`config.mk`:
```
export PLATFORM = sky130hd
export DESIGN_NAME = utf8_to_utf16_stream_decoder_core
export DESIGN_NICKNAME = d
export VERILOG_FILES = /design/src/utd_pkg.sv /design/src/utd_decoder.sv /design/src/utd_result_queue.sv /design/src/utf8_to_utf16_stream_decoder_core.sv
export SDC_FILE = /design/constraint.sdc
export NUM_CORES = 1
export LEC_CHECK = 0
export CAP_MARGIN = 10
export CORE_MARGIN = 2
export CORE_UTILIZATION = 55
export CTS_BUF_LIST = sky130_fd_sc_hd__clkbuf_16
export DETAILED_ROUTE_END_ITERATION = 10
export DONT_BUFFER_PORTS = 1
export PLACE_DENSITY = 0.77
export SYNTH_ARGS = -nofsm -noshare
export SYNTH_HDL_FRONTEND = slang
export SYNTH_SLANG_ARGS = --single-unit
```
`constraint.sdc`:
```
create_clock -name clk -period 3.1 [get_ports clk]
set_input_delay 0.465 -clock clk [delete_from_list [all_inputs] [get_ports clk]]
set_output_delay 0.465 -clock clk [all_outputs]
set_load 0.01 [all_outputs]
```
`src/utd_pkg.sv`:
```
// Shared types and byte constants for the UTF-8 to 16-bit code decoder.
package utd_pkg;

    // Byte classification constants
    localparam logic [7:0] ASCII_LIMIT = 8'h80;
    localparam logic [7:0] LEAD3_START = 8'hE0;
    localparam logic [7:0] LEAD4_START = 8'hF0;
    localparam logic [7:0] BAD_START   = 8'hF8;
    localparam logic [7:0] CONT_MASK   = 8'hC0;
    localparam logic [7:0] CONT_TAG    = 8'h80;

    // Payload masks for each lead kind and for continuations
    localparam logic [7:0] LEAD2_MASK  = 8'h1F;
    localparam logic [7:0] LEAD3_MASK  = 8'h0F;
    localparam logic [7:0] LEAD4_MASK  = 8'h07;
    localparam logic [7:0] CONT_BITS   = 8'h3F;

    // Continuations still expected after each lead kind
    localparam logic [1:0] REM_NONE  = 2'd0;
    localparam logic [1:0] REM_ONE   = 2'd1;
    localparam logic [1:0] REM_TWO   = 2'd2;
    localparam logic [1:0] REM_THREE = 2'd3;

    localparam int CODE_W = 16;

    // One decoded result word
    typedef struct packed {
        logic [CODE_W-1:0] code_unit;
        logic              is_multibyte;
        logic              last_of_run;
    } result_t;

    // Results caused by one input byte (zero, one or two)
    typedef struct packed {
        logic [1:0] count;
        result_t    res_a;
        result_t    res_b;
    } dec_out_t;

endpackage

```
`src/utd_decoder.sv`:
```
// Sequence state and per-byte decode logic.
module utd_decoder
    import utd_pkg::*;
(
    input  logic     clk,
    input  logic     rst_n,
    input  logic     take,
    input  logic [7:0] in_byte,
    output dec_out_t dec
);

    logic [CODE_W-1:0] acc_reg, acc_next;
    logic [1:0]        rem_reg, rem_next;

    logic [CODE_W-1:0] acc_cont;
    logic [CODE_W-1:0] lead_code;
    logic              lead_emit;
    logic              lead_multi;
    logic              is_cont;

    // Classify the byte and work out results and next state
    always_comb
    begin
        acc_next   = acc_reg;
        rem_next   = rem_reg;
        dec        = '0;
        acc_cont   = {acc_reg[CODE_W-7:0], in_byte[5:0] & CONT_BITS[5:0]};
        is_cont    = (in_byte & CONT_MASK) == CONT_TAG;
        lead_code  = '0;
        lead_emit  = 1'b0;
        lead_multi = 1'b0;

        if (rem_reg != REM_NONE && is_cont)
        begin
            // Shift six payload bits in; close on the last continuation
            acc_next = acc_cont;
            rem_next = rem_reg - 2'd1;
            if (rem_reg == REM_ONE)
            begin
                dec.count = 2'd1;
                dec.res_a = '{code_unit: acc_cont, is_multibyte: 1'b1, last_of_run: 1'b0};
            end
        end
        else
        begin
            // Flush a cut-short sequence before the new lead
            if (rem_reg != REM_NONE)
            begin
                dec.count = 2'd1;
                dec.res_a = '{code_unit: acc_reg, is_multibyte: 1'b1, last_of_run: 1'b0};
                rem_next  = REM_NONE;
            end

            // Decode the byte as a lead
            if (in_byte < ASCII_LIMIT)
            begin
                lead_emit = 1'b1;
                lead_code = {{(CODE_W-8){1'b0}}, in_byte};
            end
            else if (in_byte < LEAD3_START)
            begin
                acc_next = {{(CODE_W-8){1'b0}}, in_byte & LEAD2_MASK};
                rem_next = REM_ONE;
            end
            else if (in_byte < LEAD4_START)
            begin
                acc_next = {{(CODE_W-8){1'b0}}, in_byte & LEAD3_MASK};
                rem_next = REM_TWO;
            end
            else if (in_byte < BAD_START)
            begin
                acc_next = {{(CODE_W-8){1'b0}}, in_byte & LEAD4_MASK};
                rem_next = REM_THREE;
            end
            else
            begin
                lead_emit  = 1'b1;
                lead_multi = 1'b1;
            end

            if (lead_emit)
            begin
                if (dec.count == 2'd1)
                begin
                    dec.count = 2'd2;
                    dec.res_b = '{code_unit: lead_code, is_multibyte: lead_multi,
                                  last_of_run: 1'b0};
                end
                else
                begin
                    dec.count = 2'd1;
                    dec.res_a = '{code_unit: lead_code, is_multibyte: lead_multi,
                                  last_of_run: 1'b0};
                end
            end
        end

        // Mark the final result of this byte
        if (dec.count == 2'd1)
            dec.res_a.last_of_run = 1'b1;
        else if (dec.count == 2'd2)
            dec.res_b.last_of_run = 1'b1;
    end

    // Hold sequence state; advance on each accepted byte
    always_ff @(posedge clk or negedge rst_n)
    begin
        if (!rst_n)
        begin
            acc_reg <= '0;
            rem_reg <= REM_NONE;
        end
        else if (take)
        begin
            acc_reg <= acc_next;
            rem_reg <= rem_next;
        end
    end

endmodule

```
`src/utd_result_queue.sv`:
```
// Small result queue: takes up to two words per cycle, hands out one per cycle while out_ready is high.
module utd_result_queue
    import utd_pkg::*;
#(
    parameter int DEPTH = 4
)
(
    input  logic     clk,
    input  logic     rst_n,
    input  logic     push,
    input  dec_out_t push_data,
    output logic     has_room,
    output logic     out_valid,
    input  logic     out_ready,
    output result_t  out_word
);

    localparam int PW = $clog2(DEPTH);
    localparam int CW = $clog2(DEPTH + 1);
    localparam logic [PW-1:0] LAST_SLOT = PW'(DEPTH - 1);

    result_t       mem_reg [DEPTH];
    logic [PW-1:0] wr_reg, wr_next, wr_plus1, wr_plus2;
    logic [PW-1:0] rd_reg, rd_next;
    logic [CW-1:0] cnt_reg, cnt_next;
    logic [1:0]    n_push;
    logic          pop;

    assign n_push   = push ? push_data.count : 2'd0;
    assign pop      = out_valid && out_ready;
    assign wr_plus1 = (wr_reg == LAST_SLOT) ? '0 : wr_reg + PW'(1);
    assign wr_plus2 = (wr_plus1 == LAST_SLOT) ? '0 : wr_plus1 + PW'(1);

    // Advance pointers and the fill count
    always_comb
    begin
        case (n_push)
            2'd1:    wr_next = wr_plus1;
            2'd2:    wr_next = wr_plus2;
            default: wr_next = wr_reg;
        endcase
        rd_next  = pop ? ((rd_reg == LAST_SLOT) ? '0 : rd_reg + PW'(1)) : rd_reg;
        cnt_next = cnt_reg + CW'(n_push) - CW'(pop);
    end

    assign has_room  = cnt_reg <= CW'(DEPTH - 2);
    assign out_valid = cnt_reg != '0;
    assign out_word  = mem_reg[rd_reg];

    // Store pushed words
    always_ff @(posedge clk)
    begin
        if (n_push != 2'd0)
            mem_reg[wr_reg] <= push_data.res_a;
        if (n_push == 2'd2)
            mem_reg[wr_plus1] <= push_data.res_b;
    end

    // Hold pointers and count
    always_ff @(posedge clk or negedge rst_n)
    begin
        if (!rst_n)
        begin
            wr_reg  <= '0;
            rd_reg  <= '0;
            cnt_reg <= '0;
        end
        else
        begin
            wr_reg  <= wr_next;
            rd_reg  <= rd_next;
            cnt_reg <= cnt_next;
        end
    end

endmodule

```
`src/utf8_to_utf16_stream_decoder_core.sv`:
```
// UTF-8 byte stream to 16-bit code stream decoder, top level.
// Takes one UTF-8 byte per word on the s_ side and gives decoded 16-bit codes
// on the m_ side. The decode of a byte is a compare, mask and six-bit shift on
// the sequence state, and its results are written straight into a result
// queue of QUEUE_DEPTH words, so bytes stream in at one per cycle while the
// queue has room for two words. A byte that closes a cut-short sequence and
// is itself ASCII or invalid gives two words, which leave one at a time; the
// output port's one word per cycle while m_tready is high is then the
// limit. m_tuser is 1 for codes from multibyte, cut-short or invalid input,
// and m_tlast marks the last word caused by one input byte. Codes are kept to
// their low 16 bits and overlong forms are passed without checks.
module utf8_to_utf16_stream_decoder_core
    import utd_pkg::*;
#(
    parameter int QUEUE_DEPTH = 4   // result words buffered, 3 or more
)
(
    input  logic        clk,
    input  logic        rst_n,
    input  logic        s_tvalid,
    output logic        s_tready,
    input  logic [7:0]  s_tdata,    // [7:0] in_byte
    output logic        m_tvalid,
    input  logic        m_tready,
    output logic [15:0] m_tdata,    // [15:0] code_unit
    output logic        m_tuser,    // [0] is_multibyte
    output logic        m_tlast     // last_of_run
);

    dec_out_t dec;
    result_t  out_word;
    logic     take;
    logic     has_room;

    assign s_tready = has_room;
    assign take     = s_tvalid && has_room;

    // Decode the incoming byte against the open sequence
    utd_decoder u_decoder (
        .clk     (clk),
        .rst_n   (rst_n),
        .take    (take),
        .in_byte (s_tdata),
        .dec     (dec)
    );

    // Buffer results for the output side
    utd_result_queue #(
        .DEPTH (QUEUE_DEPTH)
    ) u_queue (
        .clk       (clk),
        .rst_n     (rst_n),
        .push      (take),
        .push_data (dec),
        .has_room  (has_room),
        .out_valid (m_tvalid),
        .out_ready (m_tready),
        .out_word  (out_word)
    );

    assign m_tdata = out_word.code_unit;
    assign m_tuser = out_word.is_multibyte;
    assign m_tlast = out_word.last_of_run;

endmodule

```
==> summary.md <==
Setup violations remaining at the end of the flow were counted as 0. For this block, the via count after detailed routing is 3732. The number of antenna violations at the first check in global routing came out at 0. The tools report the number of instances in the placed design as 559.

The synthesized netlist occupies a cell area of 4990 um^2. The tool flagged a number of max-cap violations equal to 0. Worst hold path cell count: 2.

In the post-synthesis netlist, the biggest area contributors are sky130_fd_sc_hd__edfxtp_1 (24%), sky130_fd_sc_hd__dfxtp_1 (13%), sky130_fd_sc_hd__dfrtp_1 (13%), sky130_fd_sc_hd__nand2_1 (8.6%), sky130_fd_sc_hd__mux4_2 (8.1%). After layout, the minimum clock period comes to 2.85 ns. The final hold violation count is 0. In the synthesized netlist the dominant register cell turns out to be sky130_fd_sc_hd__edfxtp_1. Excluding fillers, the count of instances in the completed layout stands at 577. The effective utilization at floorplan is 0.570. The post-cts repair resize count is 0. In the final design database the tool counted 488 nets. The tools report the part of the Yosys area used for sequential elements as 0.494.

Clock-pin slew was measured on the worst setup and hold paths at 0.07 ns. The tools report the number of library cell types mapped by synthesis as 42. Compared with the post-synthesis result, the final layout area differs by 8.82%.

The cell area after placement is 5090 um^2, and the aggregate global-route resource usage is 0.255. Total CTS buffers: 9. At the placement stage, the worst setup path has a slack of 0.318 ns. Counting the fill cells in the layout gives 687. The nature of the critical path endpoint is a flop. The run gives 0 as the DRC violation count after routing.

The critical path contains buffers and inverters numbering 0 combined. The final critical-path share of the clock period is 0.918, and the count of flip-flops with a built-in enable after synthesis is 40. The share of synthesized registers carrying an async set or reset is 0.258.

After synthesis, the most frequently instantiated cells are sky130_fd_sc_hd__nand2_1 (114), sky130_fd_sc_hd__edfxtp_1 (40), sky130_fd_sc_hd__mux2i_1 (37). For the via count of the first global-routing pass, the log shows 3686. The design draws 4.53 mW. The cell type of the slowest stage on the worst timing path was sky130_fd_sc_hd__a21oi_1.

The run gives 2 as the hold buffer count at cts. Entering global routing, the biggest net connects 29 pins. The fraction of final layout cells sized beyond drive strength 1 was 0.119. Setup repair after global routing left no endpoint under its margin. The flip-flop count of the largest register, all copies and words added was 72. The congestion estimate from routability-driven global placement came to 0.902. The peak per-stage delay on the critical path works out to 0.49 ns. The tools report the startpoint class of the critical path as a flop. The signal on the critical path passes through a21oi_1, nand2_1, o21bai_1, ha_1, nand2_1, nand4_1, o22ai_1. The tools report the number of buffers on the longest clock path as 2.

The share of Yosys cell area claimed by the top area cell type came out at 0.240. The most numerous cell type found on the critical path is sky130_fd_sc_hd__nand2_1. The first detailed-routing pass took 5 iterations. The region available for standard cell placement spans 8760 um^2. The cell with the most instances after synthesis was sky130_fd_sc_hd__nand2_1. The floorplan step defined a die boundary enclosing 9860 um^2.

Number of nets produced by synthesis: 496. The die is 99.3 um tall. Pin placement for this block handled 32 I/O pins.

The later pin in the worst-skew pair is clocked with a latency of 0.34 ns. The average instance area after synthesis works out to 10.6 um^2. The flow ran to the end, and the final reports show no timing, DRC or antenna violations. The tools report the origin of the critical flop-to-flop path as u_queue.cnt_reg[1].

Once layout is done, the placed cells without fillers occupy 5440 um^2. For this design the ratio of total power to cell area is 833 nW/um^2. The routed design has 11.9 mm of wire.

The repair_antennas step left the layout with diodes totalling 0. The run gives 0.255 ns as the smallest setup slack after layout. The first global-routing pass estimated 19.4 mm of wire. Using the TritonRoute via totals, the vias-per-cell ratio works out to 6.47. For hold timing, the worst endpoint is u_decoder.acc_reg[4]. STA puts the critical path data required time at 3.25 ns. Leakage power total: 2.13 nW. In this run the post-CTS setup repair buffer count came out at 0. The floorplan has 34 rows.

Counting flops and latches in the post-synthesis netlist gives 97. The highest ir drop seen on vdd was 0.000519 V. For the max-slew violation count, the log shows 0. The run gives 0 as the remaining number of nets flagged by the antenna check after routing. The count of port buffers added during placement is 0, and the clock sink count is 97. For the pin with the worst max-slew slack, the measured transition is 0.940 ns. TritonCTS built the clock tree. From left edge to right edge, the die measures 99.3 um.

The relative slew slack is 0.373. The count of warnings emitted by yosys is 0, and the maximum level of the CTS H-tree is 3. The critical path is of the reg2reg type. The launching instance or port of the critical path is u_queue.cnt_reg[1]. The worst register-to-register path ends at u_queue.mem_reg[0][3].

The path class of the tightest hold or removal check is in2reg. For the sum of overflow across all layers after global routing, the log shows 0. The worst path arrival time came out at 3.00 ns. The tree is rooted in a sky130_fd_sc_hd__clkbuf_16. After routing, the total negative slack on setup checks comes to 0 ns.

Along the worst path, the maximum fanout reaches 9. The number of violations reported at the end of detailed-routing iteration 0 is 364, and the largest clock skew in the final design is 0.00803 ns. In the final routed layout, each cell accounts on average for 20.6 um. Static timing analysis puts the maximum clock frequency at 0.351 GHz. The startpoint identified for the worst hold timing path is s_tdata[4]. The half-perimeter wire length after detailed placement is 8.12 mm, and the internal reg-to-reg setup slack is 0.25 ns. Among cell families on the critical path, the largest total delay comes from compound AO/OA/AOI/OAI gates.

Synthesis produced a netlist whose cell count is 472. Dominant cell type by area after synthesis: sky130_fd_sc_hd__edfxtp_1. Measured in cells, the most critical reg-to-reg path has a length of 7.
[through the flow]
step                hold WS, ns  utilization
CTS                       0.261        0.620
finish                    0.267        0.620
global placement          0.170        0.581
detailed placement        0.170        0.581
global route              0.265        0.620
floorplan                 0.169            -
[report_power, final]
| part | switching, mW | total [mW] | internal, mW |
|---|---|---|---|
| Sequential | 0.226 | 1.80 | 1.57 |
| Combinational | 0.944 | 1.59 | 0.643 |
| Clock | 0.497 | 1.14 | 0.646 |
| Total | 1.67 | 4.53 | 2.86 |
[placed cells by master, fill, tap and decap left out, types with 2 or more instances in the layout]
cell | netlist | final
sky130_fd_sc_hd__mux2i_1 | 37 | 37
sky130_fd_sc_hd__mux2_2 | 4 | 4
sky130_fd_sc_hd__and2_1 | 2 | 2
sky130_fd_sc_hd__a32o_1 | 8 | 8
sky130_fd_sc_hd__o31ai_1 | 6 | 6
sky130_fd_sc_hd__o32ai_1 | 2 | 2
sky130_fd_sc_hd__o22a_1 | 5 | 5
sky130_fd_sc_hd__ha_1 | 11 | 11
sky130_fd_sc_hd__o21ai_0 | 19 | 19
sky130_fd_sc_hd__inv_6 | 0 | 2
sky130_fd_sc_hd__nor3_1 | 4 | 4
sky130_fd_sc_hd__a22oi_1 | 3 | 3
sky130_fd_sc_hd__mux4_2 | 18 | 18
sky130_fd_sc_hd__xor2_1 | 3 | 3
sky130_fd_sc_hd__dfrtp_1 | 25 | 25
sky130_fd_sc_hd__o21a_1 | 2 | 2
sky130_fd_sc_hd__a21oi_1 | 8 | 8
sky130_fd_sc_hd__nand2_1 | 114 | 114
sky130_fd_sc_hd__buf_4 | 0 | 15
sky130_fd_sc_hd__nor2_1 | 10 | 10
sky130_fd_sc_hd__nand3_1 | 13 | 13
sky130_fd_sc_hd__nand4_1 | 7 | 7
sky130_fd_sc_hd__clkbuf_16 | 0 | 10
sky130_fd_sc_hd__o22ai_1 | 29 | 29
sky130_fd_sc_hd__inv_1 | 12 | 12
sky130_fd_sc_hd__nor2b_1 | 2 | 2
sky130_fd_sc_hd__edfxtp_1 | 40 | 40
sky130_fd_sc_hd__nand2b_1 | 3 | 3
sky130_fd_sc_hd__a32oi_1 | 5 | 5
sky130_fd_sc_hd__dfxtp_1 | 32 | 32
[worst register-to-register path: stages, from the launching register on]
cell                       delay, ns
sky130_fd_sc_hd__dfrtp_1        0.44
sky130_fd_sc_hd__a21oi_1        0.49
sky130_fd_sc_hd__nand2_1        0.18
sky130_fd_sc_hd__o21bai_1       0.21
sky130_fd_sc_hd__ha_1           0.29
sky130_fd_sc_hd__nand2_1        0.26
sky130_fd_sc_hd__nand4_1        0.42
sky130_fd_sc_hd__o22ai_1        0.38
[worst max-delay path by stage]
| stage | endpoint | depth (start not counted) |
|---|---|---|
| final | u_queue.mem_reg[0][3] | 7 |
| after global routing | u_queue.mem_reg[0][3] | 7 |
| after CTS | u_queue.mem_reg[0][3] | 7 |
| after detailed placement | u_queue.mem_reg[0][3] | 7 |
| after global placement | u_queue.cnt_reg[2] | 8 |
| after floorplan | u_queue.mem_reg[0][0] | 9 |
[kinds of logic (layout without fill, tap and decap cells)]
family	after synthesis	count (layout)	synth area share
adders and majority gates	12	12	0.0316
xor gates and xnor gates	4	4	0.00702
and+or+nand+nor	159	159	0.134
AOI/OAI and AO/OA	93	93	0.130
DFF	97	97	0.494
buffers and inverters	48	45	0.0388
muxes	59	59	0.164
[layer usage]
metal | global-route usage | up-vias | share of wire
met5 | 0 | - | 0
met4 | 0.0832 | 0 | 0.017
met3 | 0.0541 | 16 | 0.083
met2 | 0.396 | 174 | 0.47
met1 | 0.360 | 1820 | 0.42
li1 | - | 1722 | -
[layout make-up]
| cell class | count | area (um^2) | area share |
|---|---|---|---|
| Clock buffer | 10 | 250 | 0.0460 |
| Clock inverter | 6 | 61.3 | 0.0113 |
| Inverter | 12 | 45.0 | 0.00829 |
| Multi-Input combinational cell | 327 | 2330 | 0.429 |
| Sequential cell | 97 | 2470 | 0.454 |
| Tap cell | 108 | 135 | 0.0249 |
| Timing Repair Buffer | 17 | 143 | 0.0262 |
Note: power is estimated with default switching activity, not from simulation.
